==> src/rtl/core/cc_cv_charge_controller_defines.svh <==
// Assertion macros for the charge controller RTL.
`ifndef CC_CV_CHARGE_CONTROLLER_DEFINES_SVH
`define CC_CV_CHARGE_CONTROLLER_DEFINES_SVH

// Consequent must hold in the same cycle as the antecedent.
`define CCCV_ASSERT_IMPL(label, clk, rstn, ante, cons, msg) \
    label: assert property (@(posedge clk) disable iff (!(rstn)) (ante) |-> (cons)) \
        else $error(msg);

// Expression must hold at every clock edge outside reset.
`define CCCV_ASSERT_ALWAYS(label, clk, rstn, expr, msg) \
    label: assert property (@(posedge clk) disable iff (!(rstn)) (expr)) \
        else $error(msg);

`endif

==> src/rtl/core/cccv_pkg.sv <==
`default_nettype none

package cccv_pkg;

    // Request codes.
    localparam logic [1:0] REQ_SAMPLE = 2'd0;
    localparam logic [1:0] REQ_TICK   = 2'd1;
    localparam logic [1:0] REQ_START  = 2'd2;

    // Status codes.
    localparam logic [2:0] STATUS_IDLE     = 3'd0;
    localparam logic [2:0] STATUS_CHARGING = 3'd1;
    localparam logic [2:0] STATUS_DONE     = 3'd2;
    localparam logic [2:0] STATUS_OVERTEMP = 3'd3;
    localparam logic [2:0] STATUS_USER     = 3'd4;

    // Register indexes (byte address 4*index).
    localparam logic [1:0] REG_MAX_CURRENT = 2'd0;
    localparam logic [1:0] REG_MAX_VOLTAGE = 2'd1;
    localparam logic [1:0] REG_MAX_TEMP    = 2'd2;

    localparam logic [13:0]        RST_MAX_CURRENT  = 14'd1000;
    localparam logic [15:0]        RST_MAX_VOLTAGE  = 16'd4200;
    localparam logic signed [8:0]  RST_MAX_TEMP     = 9'sd45;
    localparam logic [13:0]        DEFAULT_LIMIT_MA = 14'd3000;

    localparam logic [5:0] LAST_SEC_MIN = 6'd59;

    // Energy is floor(U*I/1000) = floor(floor(U*I/8)/125); the division by 125
    // is a multiply by ceil(2^34/125), exact for all 27-bit dividends.
    localparam int PROD_W      = 30;
    localparam int RECIP_W     = 28;
    localparam int RECIP_SHIFT = 34;
    localparam int QUOT_W      = 21;
    localparam int FULL_W      = PROD_W - 3 + RECIP_W;
    localparam logic [RECIP_W-1:0] RECIP_125 = 28'd137438954;

    typedef struct packed {
        logic [1:0]        req_type;
        logic [13:0]       current_ma;
        logic [15:0]       voltage_mv;
        logic signed [8:0] temperature_c;
        logic              button_pressed;
    } item_t;

    typedef struct packed {
        logic [13:0]       max_current_ma;
        logic [15:0]       max_voltage_mv;
        logic signed [8:0] max_temperature_c;
    } cfg_t;

endpackage

`default_nettype wire

==> src/rtl/core/cccv_energy_pipe.sv <==
`default_nettype none

// Input register, then U*I, then the division by 1000. The request travels
// alongside so that it reaches the state stage together with its quotient.
module cccv_energy_pipe (
    input  wire logic                        aclk,
    input  wire logic                        aresetn,
    input  wire logic                        s_valid,
    output logic                             s_ready,
    input  wire cccv_pkg::item_t             s_item,
    output logic                             c_valid,
    input  wire logic                        c_ready,
    output cccv_pkg::item_t                  c_item,
    output logic [cccv_pkg::QUOT_W-1:0]      c_quot
);

    logic                                a_valid_reg;
    cccv_pkg::item_t                     a_item_reg;
    logic                                b_valid_reg;
    cccv_pkg::item_t                     b_item_reg;
    logic [cccv_pkg::PROD_W-1:0]         b_prod_reg;
    logic [cccv_pkg::PROD_W-1:0]         b_prod_next;
    logic                                c_valid_reg;
    cccv_pkg::item_t                     c_item_reg;
    logic [cccv_pkg::QUOT_W-1:0]         c_quot_reg;
    logic [cccv_pkg::FULL_W-1:0]         c_full;
    logic                                a_ready;
    logic                                b_ready;
    logic                                c_stage_ready;

    assign c_stage_ready = !c_valid_reg || c_ready;
    assign b_ready       = !b_valid_reg || c_stage_ready;
    assign a_ready       = !a_valid_reg || b_ready;
    assign s_ready       = a_ready;

    assign b_prod_next = cccv_pkg::PROD_W'(a_item_reg.voltage_mv)
                       * cccv_pkg::PROD_W'(a_item_reg.current_ma);
    assign c_full = cccv_pkg::FULL_W'(b_prod_reg[cccv_pkg::PROD_W-1:3])
                  * cccv_pkg::FULL_W'(cccv_pkg::RECIP_125);

    always_ff @(posedge aclk) begin
        if (!aresetn) begin
            a_valid_reg <= 1'b0;
            b_valid_reg <= 1'b0;
            c_valid_reg <= 1'b0;
        end else begin
            if (a_ready) begin
                a_valid_reg <= s_valid;
            end
            if (b_ready) begin
                b_valid_reg <= a_valid_reg;
            end
            if (c_stage_ready) begin
                c_valid_reg <= b_valid_reg;
            end
        end
    end

    always_ff @(posedge aclk) begin
        if (a_ready && s_valid) begin
            a_item_reg <= s_item;
        end
        if (b_ready && a_valid_reg) begin
            b_item_reg <= a_item_reg;
            b_prod_reg <= b_prod_next;
        end
        if (c_stage_ready && b_valid_reg) begin
            c_item_reg <= b_item_reg;
            c_quot_reg <= c_full[cccv_pkg::RECIP_SHIFT +: cccv_pkg::QUOT_W];
        end
    end

    assign c_valid = c_valid_reg;
    assign c_item  = c_item_reg;
    assign c_quot  = c_quot_reg;

endmodule

`default_nettype wire

==> src/rtl/core/cccv_core.sv <==
`default_nettype none

// Charge state. The state registers double as the result register: they
// change only when a request moves into the result slot.
module cccv_core (
    input  wire logic                        aclk,
    input  wire logic                        aresetn,
    input  wire cccv_pkg::cfg_t              cfg,
    input  wire logic                        c_valid,
    output logic                             c_ready,
    input  wire cccv_pkg::item_t             c_item,
    input  wire logic [cccv_pkg::QUOT_W-1:0] c_quot,
    output logic                             m_valid,
    input  wire logic                        m_ready,
    output logic [7:0]                       m_pwm_duty,
    output logic                             m_in_cc_mode,
    output logic [2:0]                       m_status,
    output logic [7:0]                       m_elapsed_hours,
    output logic [5:0]                       m_elapsed_minutes,
    output logic [5:0]                       m_elapsed_seconds,
    output logic [31:0]                      m_charge_mas,
    output logic [31:0]                      m_energy_mws
);

    logic        out_valid_reg;
    logic [7:0]  duty_reg,    duty_next;
    logic        cc_mode_reg, cc_mode_next;
    logic [2:0]  status_reg,  status_next;
    logic [5:0]  secs_reg,    secs_next;
    logic [5:0]  mins_reg,    mins_next;
    logic [7:0]  hours_reg,   hours_next;
    logic [31:0] charge_reg,  charge_next;
    logic [31:0] energy_reg,  energy_next;

    logic        commit;
    logic        charging;
    logic [13:0] lim;
    logic [20:0] cur_x100;
    logic [20:0] lim_x95;
    logic [20:0] lim_x105;
    logic [17:0] cur_x10;
    logic [16:0] volt_plus;
    logic        step_up;
    logic        step_down;
    logic        too_hot;

    assign c_ready  = !out_valid_reg || m_ready;
    assign commit   = c_valid && c_ready;
    assign charging = (status_reg == cccv_pkg::STATUS_CHARGING);

    always_comb begin
        lim = (cfg.max_current_ma == 14'd0) ? cccv_pkg::DEFAULT_LIMIT_MA
                                            : cfg.max_current_ma;
        cur_x100  = 21'(c_item.current_ma) * 21'd100;
        lim_x95   = 21'(lim) * 21'd95;
        lim_x105  = 21'(lim) * 21'd105;
        cur_x10   = 18'(c_item.current_ma) * 18'd10;
        volt_plus = 17'(c_item.voltage_mv) + 17'd50;
        too_hot   = c_item.temperature_c > cfg.max_temperature_c;
        if (cc_mode_reg) begin
            step_up   = cur_x100 < lim_x95;
            step_down = cur_x100 > lim_x105;
        end else begin
            step_up   = volt_plus < 17'(cfg.max_voltage_mv);
            step_down = c_item.voltage_mv > cfg.max_voltage_mv;
        end
    end

    always_comb begin
        duty_next    = duty_reg;
        cc_mode_next = cc_mode_reg;
        status_next  = status_reg;
        secs_next    = secs_reg;
        mins_next    = mins_reg;
        hours_next   = hours_reg;
        charge_next  = charge_reg;
        energy_next  = energy_reg;
        unique case (c_item.req_type)
            cccv_pkg::REQ_START: begin
                duty_next    = 8'd0;
                secs_next    = 6'd0;
                mins_next    = 6'd0;
                hours_next   = 8'd0;
                charge_next  = 32'd0;
                energy_next  = 32'd0;
                cc_mode_next = (cfg.max_current_ma != 14'd0);
                status_next  = cccv_pkg::STATUS_CHARGING;
            end
            cccv_pkg::REQ_SAMPLE: begin
                if (charging) begin
                    if (step_up && duty_reg != 8'hFF) begin
                        duty_next = duty_reg + 8'd1;
                    end else if (step_down && duty_reg != 8'd0) begin
                        duty_next = duty_reg - 8'd1;
                    end
                end
            end
            cccv_pkg::REQ_TICK: begin
                if (charging) begin
                    if (secs_reg == cccv_pkg::LAST_SEC_MIN) begin
                        secs_next = 6'd0;
                        if (mins_reg == cccv_pkg::LAST_SEC_MIN) begin
                            mins_next  = 6'd0;
                            hours_next = hours_reg + 8'd1;
                        end else begin
                            mins_next = mins_reg + 6'd1;
                        end
                    end else begin
                        secs_next = secs_reg + 6'd1;
                    end
                    charge_next = charge_reg + 32'(c_item.current_ma);
                    energy_next = energy_reg + 32'(c_quot);
                    if (cc_mode_reg) begin
                        if (c_item.voltage_mv > cfg.max_voltage_mv) begin
                            cc_mode_next = 1'b0;
                        end
                    end else if (cur_x10 < 18'(lim)) begin
                        status_next = cccv_pkg::STATUS_DONE;
                        duty_next   = 8'd0;
                    end else if (c_item.current_ma > lim) begin
                        cc_mode_next = 1'b1;
                    end
                    // Over-temperature wins over the button, which wins over done.
                    if (too_hot) begin
                        status_next = cccv_pkg::STATUS_OVERTEMP;
                        duty_next   = 8'd0;
                    end else if (c_item.button_pressed) begin
                        status_next = cccv_pkg::STATUS_USER;
                        duty_next   = 8'd0;
                    end
                end
            end
            default: begin
            end
        endcase
    end

    always_ff @(posedge aclk) begin
        if (!aresetn) begin
            out_valid_reg <= 1'b0;
            duty_reg      <= 8'd0;
            cc_mode_reg   <= 1'b0;
            status_reg    <= cccv_pkg::STATUS_IDLE;
            secs_reg      <= 6'd0;
            mins_reg      <= 6'd0;
            hours_reg     <= 8'd0;
            charge_reg    <= 32'd0;
            energy_reg    <= 32'd0;
        end else begin
            if (commit) begin
                out_valid_reg <= 1'b1;
                duty_reg      <= duty_next;
                cc_mode_reg   <= cc_mode_next;
                status_reg    <= status_next;
                secs_reg      <= secs_next;
                mins_reg      <= mins_next;
                hours_reg     <= hours_next;
                charge_reg    <= charge_next;
                energy_reg    <= energy_next;
            end else if (m_ready) begin
                out_valid_reg <= 1'b0;
            end
        end
    end

    assign m_valid           = out_valid_reg;
    assign m_pwm_duty        = duty_reg;
    assign m_in_cc_mode      = cc_mode_reg;
    assign m_status          = status_reg;
    assign m_elapsed_hours   = hours_reg;
    assign m_elapsed_minutes = mins_reg;
    assign m_elapsed_seconds = secs_reg;
    assign m_charge_mas      = charge_reg;
    assign m_energy_mws      = energy_reg;

endmodule

`default_nettype wire

==> src/rtl/core/cc_cv_charge_controller.sv <==
// Channel   Direction  Handshake           Payload
// s_*       in         s_valid / s_ready   req_type, current, voltage, temperature, button
// m_*       out        m_valid / m_ready   duty, mode, status, elapsed time, charge, energy
// apb       in         psel/penable/pready max current, max voltage, max temperature
//
// One request per cycle while m_ready does not stall the output, one result per request.
// From acceptance to m_valid a request passes the input register, the U*I product
// register, the reciprocal multiply register and then the state update register.
// aresetn is synchronous and active low; it clears the charge state and reloads the limits.
// With m_ready low, four requests are held inside (three behind the waiting result)
// before s_ready drops.
`default_nettype none

`include "cc_cv_charge_controller_defines.svh"

module cc_cv_charge_controller (
    input  wire logic              aclk,
    input  wire logic              aresetn,
    input  wire logic              s_valid,
    output logic                   s_ready,
    input  wire logic [1:0]        s_req_type,
    input  wire logic [13:0]       s_current_ma,
    input  wire logic [15:0]       s_voltage_mv,
    input  wire logic signed [8:0] s_temperature_c,
    input  wire logic              s_button_pressed,
    output logic                   m_valid,
    input  wire logic              m_ready,
    output logic [7:0]             m_pwm_duty,
    output logic                   m_in_cc_mode,
    output logic [2:0]             m_status,
    output logic [7:0]             m_elapsed_hours,
    output logic [5:0]             m_elapsed_minutes,
    output logic [5:0]             m_elapsed_seconds,
    output logic [31:0]            m_charge_mas,
    output logic [31:0]            m_energy_mws,
    input  wire logic              psel,
    input  wire logic              penable,
    input  wire logic              pwrite,
    input  wire logic [3:0]        paddr,
    input  wire logic [31:0]       pwdata,
    output logic [31:0]            prdata,
    output logic                   pready
);

    cccv_pkg::cfg_t                 cfg_reg;
    cccv_pkg::item_t                s_item;
    cccv_pkg::item_t                c_item;
    logic [cccv_pkg::QUOT_W-1:0]    c_quot;
    logic                           c_valid;
    logic                           c_ready;
    logic                           cfg_write;

    assign pready    = 1'b1;
    assign cfg_write = psel && penable && pwrite && pready;

    always_ff @(posedge aclk) begin
        if (!aresetn) begin
            cfg_reg.max_current_ma    <= cccv_pkg::RST_MAX_CURRENT;
            cfg_reg.max_voltage_mv    <= cccv_pkg::RST_MAX_VOLTAGE;
            cfg_reg.max_temperature_c <= cccv_pkg::RST_MAX_TEMP;
        end else if (cfg_write) begin
            unique case (paddr[3:2])
                cccv_pkg::REG_MAX_CURRENT: cfg_reg.max_current_ma <= pwdata[13:0];
                cccv_pkg::REG_MAX_VOLTAGE: cfg_reg.max_voltage_mv <= pwdata[15:0];
                cccv_pkg::REG_MAX_TEMP:    cfg_reg.max_temperature_c <= pwdata[8:0];
                default: begin
                end
            endcase
        end
    end

    always_comb begin
        unique case (paddr[3:2])
            cccv_pkg::REG_MAX_CURRENT: prdata = 32'(cfg_reg.max_current_ma);
            cccv_pkg::REG_MAX_VOLTAGE: prdata = 32'(cfg_reg.max_voltage_mv);
            cccv_pkg::REG_MAX_TEMP:    prdata = 32'(cfg_reg.max_temperature_c);
            default:                   prdata = 32'd0;
        endcase
    end

    assign s_item.req_type       = s_req_type;
    assign s_item.current_ma     = s_current_ma;
    assign s_item.voltage_mv     = s_voltage_mv;
    assign s_item.temperature_c  = s_temperature_c;
    assign s_item.button_pressed = s_button_pressed;

    cccv_energy_pipe u_energy (
        .aclk    (aclk),
        .aresetn (aresetn),
        .s_valid (s_valid),
        .s_ready (s_ready),
        .s_item  (s_item),
        .c_valid (c_valid),
        .c_ready (c_ready),
        .c_item  (c_item),
        .c_quot  (c_quot)
    );

    cccv_core u_core (
        .aclk              (aclk),
        .aresetn           (aresetn),
        .cfg               (cfg_reg),
        .c_valid           (c_valid),
        .c_ready           (c_ready),
        .c_item            (c_item),
        .c_quot            (c_quot),
        .m_valid           (m_valid),
        .m_ready           (m_ready),
        .m_pwm_duty        (m_pwm_duty),
        .m_in_cc_mode      (m_in_cc_mode),
        .m_status          (m_status),
        .m_elapsed_hours   (m_elapsed_hours),
        .m_elapsed_minutes (m_elapsed_minutes),
        .m_elapsed_seconds (m_elapsed_seconds),
        .m_charge_mas      (m_charge_mas),
        .m_energy_mws      (m_energy_mws)
    );

    // The input side can only back up when every stage is full and the result waits.
    `CCCV_ASSERT_IMPL(a_ready_only_when_full, aclk, aresetn, !s_ready, m_valid && !m_ready, "s_ready low without a stalled result")
    // Any state other than charging leaves the supply off.
    `CCCV_ASSERT_IMPL(a_stopped_duty_zero, aclk, aresetn, m_status != cccv_pkg::STATUS_CHARGING, m_pwm_duty == 8'd0, "duty nonzero while not charging")
    // Before the first start nothing has been timed or accumulated.
    `CCCV_ASSERT_IMPL(a_idle_clear, aclk, aresetn, m_status == cccv_pkg::STATUS_IDLE, m_elapsed_seconds == 6'd0 && m_charge_mas == 32'd0 && m_energy_mws == 32'd0, "idle with nonzero totals")
    // Seconds and minutes stay between 0 and 59.
    `CCCV_ASSERT_ALWAYS(a_time_range, aclk, aresetn, m_elapsed_seconds <= 6'd59 && m_elapsed_minutes <= 6'd59, "elapsed time out of range")

endmodule

`default_nettype wire

==> config.mk <==
export PLATFORM = sky130hd
export DESIGN_NAME = cc_cv_charge_controller
export DESIGN_NICKNAME = d
export VERILOG_FILES = /design/src/rtl/core/cccv_pkg.sv /design/src/rtl/core/cccv_energy_pipe.sv /design/src/rtl/core/cccv_core.sv /design/src/rtl/core/cc_cv_charge_controller.sv
export VERILOG_INCLUDE_DIRS = /design/src /design/src/rtl/core
export SDC_FILE = /design/constraint.sdc
export NUM_CORES = 2
export LEC_CHECK = 0
export ABC_AREA = 1
export BUFFER_PORTS_ARGS = -buffer_cell sky130_fd_sc_hd__buf_2
export CAP_MARGIN = 20
export CELL_PAD_IN_SITES_DETAIL_PLACEMENT = 2
export CELL_PAD_IN_SITES_GLOBAL_PLACEMENT = 2
export CORE_MARGIN = 2
export CORE_UTILIZATION = 43
export DETAILED_ROUTE_END_ITERATION = 16
export MAX_ROUTING_LAYER = met4
export PLACE_DENSITY = 0.95
export SLEW_MARGIN = 40
export SYNTH_ARGS = -nofsm -noshare
export SYNTH_HDL_FRONTEND = slang
export SYNTH_SLANG_ARGS = --single-unit
==> constraint.sdc <==
create_clock -name aclk -period 24.7 [get_ports aclk]
set_clock_uncertainty 0.15 [all_clocks]
set_input_delay 2.47 -clock aclk [delete_from_list [all_inputs] [get_ports aclk]]
set_output_delay 2.47 -clock aclk [all_outputs]
set_load 0.03 [all_outputs]
==> impl_metrics.yaml <==
synthesis:
  synth.avg_cell_area_sq_um: 8.66
  async_reset_ff_frac: 0
  yosysWarnings: 0
  synth-edff-count: 174
  synthCells: 4745
  synth_area_leader_cell: "fa_1"
  synth-seq-area-share: 0.195
  yosys-top-cells-area: "fa_1, ha_1, edfxtp_1, inv_1, dfxtp_1"
  yosys-top-cells-count: "inv_1, nand2_1, ha_1"
  yosys.cell_types.count: 64
  synth.most_common_cell: "inv_1"
  synth_top_flop_cell: "edfxtp_1"
  netlist_area_sq_um: 41100
  synth_top_area_frac: 0.226
  synth_nets: 5999
  ys_ff_latch: 313
cts:
  insertion_delay_ps: 670
  post_cts.repair.setup_buffers: 0
  cts_tree: "done"
  root_buffer: "clkbuf_16"
  cts_resized: 0
  cts_buffers: 42
  hold_buffers: 0
  cts.sinks: 313
  path_clk_slew_ps: 60
  h-tree-depth: 2
  clockBufferDepth: 3
worst_hold_path:
  hold_depth: 0
  worstHoldPathType: "register to register"
route:
  viasPerCell: 6.46
  ant_nets: 0
  drc_errors: 0
  dr.pass1.iters: 6
  drt_iter0_markers: 4339
  wl_um: 237000
  routed-via-count: 40300
  wl_per_cell_um: 37.9
sta:
  setup_violations: 0
  drv_slew: 0
  worst_pin_slew_ps: 927
  setup_tns_ps: 0
  timing.fmax_ghz: 0.0859
  final_hold_viol_count: 0
  fin_crit_ps: 11640
  slew_headroom: 0.382
  rsz0062_at_grt: "no"
  post-route-period-util: 0.471
grt:
  grt_use_met2: 0.766
  grt_pass1_wl_um: 336000
  met3_usage: 0.184
  grt_max_degree: 70
  grt_pass1_vias: 46400
  track_usage: 0.493
  busiest_layer: "met2"
  gr-total-overflow: 0
  grt_util_met1: 0.487
  antenna_found_initial: 12
critical_path:
  max_stage_delay_ps: 640
  rr_worst_depth: 45
  critPathSlowestCell: "nor3b_1"
  cpMostUsedCell: "inv_1"
  endpoint_kind: "register"
  crit_fanout: 11
  crit_required_ps: 25110
  arrival_ps: 12050
  crit_path_start_kind: "register"
  worstSetupPathType: "register to register"
final_layout:
  drive_above_1_share: 0.0788
  areaGrowthSynthToFinish_pct: 9.27
  finalNonFillerCells: 6234
  final_nets: 6171
floorplan:
  design.core.area_sq_um: 94900
  dieArea_sq_um: 98000
  ioPinCount: 216
  die_width_um: 313
  start_util: 0.433
  num_rows: 113
  die_y_um: 313
status:
  status: "completed"
place:
  gp_congestion: 0.918
  numPortBuffers: 196
  placed_cells: 6130
  dpl.hpwl_um: 158000
flow_run:
  maxCapViolations: 0
==> logic make-up (layout without fill, tap and decap cells) <==
| logic type | Yosys count | after routing | synth area share |
|---|---|---|---|
| compound gates | 702 | 702 | 0.0966 |
| fa+ha+maj | 1169 | 1169 | 0.441 |
| flops | 313 | 313 | 0.195 |
| buf+inv | 1196 | 1401 | 0.111 |
| xor+xnor | 121 | 121 | 0.0258 |
| simple gates | 1243 | 1243 | 0.131 |
| other cells | 1 | 20 | 0.0000913 |
==> cell type report <==
| class | instances | area (sq um) |
|---|---|---|
| well taps | 1265 | 1580 |
| clock inverters | 19 | 198 |
| repair buffers | 219 | 1200 |
| flip-flops and latches | 313 | 8010 |
| multi-input cells | 3236 | 28500 |
| clock buffers | 58 | 1170 |
| inverters | 1105 | 4150 |
| fillers | 10300 | 50000 |
| diodes | 19 | 47.5 |
==> path summary, 6_finish.rpt <==
| check | startpoint | end | slack (ps) |
|---|---|---|---|
| hold / removal | u_energy.b_item_reg[17] | u_energy.c_item[17] | 280 |
| hold reg to reg | u_energy.b_item_reg[17] | u_energy.c_item[17] | 280 |
| setup reg to reg | cfg_reg[27] | u_core.m_pwm_duty[6] | 13060 |
| setup / recovery | cfg_reg[27] | u_core.m_pwm_duty[6] | 13060 |
==> layout by cell type (no fill, tap or decap), types with 7 or more instances in the layout <==
| cell | instances |
|---|---|
| a21o_1 | 14 |
| a21oi_1 | 358 |
| a31oi_1 | 20 |
| buf_2 | 196 |
| buf_4 | 12 |
| buf_6 | 9 |
| clkbuf_1 | 10 |
| clkbuf_16 | 42 |
| clkinv_2 | 8 |
| dfxtp_1 | 139 |
| diode_2 | 19 |
| edfxtp_1 | 174 |
| fa_1 | 463 |
| ha_1 | 706 |
| inv_1 | 1091 |
| inv_2 | 10 |
| nand2_1 | 738 |
| nand2_2 | 15 |
| nand3_1 | 90 |
| nand3_2 | 8 |
| nand4_1 | 46 |
| nor2_1 | 219 |
| nor2_2 | 25 |
| nor3_1 | 42 |
| nor3b_1 | 8 |
| nor4_1 | 13 |
| o211ai_1 | 27 |
| o21a_1 | 15 |
| o21ai_0 | 166 |
| o21ai_1 | 27 |
| o21bai_1 | 16 |
| o221ai_1 | 15 |
| o31ai_1 | 7 |
| or2_2 | 10 |
| xnor2_1 | 47 |
| xor2_1 | 73 |
==> through the flow <==
stage	utilization	cell area (sq um)	hold WS, ps	setup WS, ps
6_report	0.473	44900	277	13060
5_1_grt	0.473	44900	285	12890
4_1_cts	0.471	44700	277	13330
3_5_place_dp	0.457	43300	258	13820
3_3_place_gp	0.457	43300	250	14920
2_1_floorplan	-	41100	250	16700
==> routing by layer <==
metal,part of all wire,vias up
li1,-,15500
met1,0.33,20100
met2,0.46,3022
met3,0.11,1669
met4,0.11,0
met5,0,-
==> worst max-delay path: cells and delay by family (launching register included) <==
family,cells,cell delay (ps)
simple gates,19,3450
fa+ha+maj,7,3280
compound gates,9,2160
buf+inv,9,1410
flops,1,630
xor+xnor,1,420
Power is not shown: default switching activity piles up to over one toggle a cycle in this logic, so the estimate is an artifact.
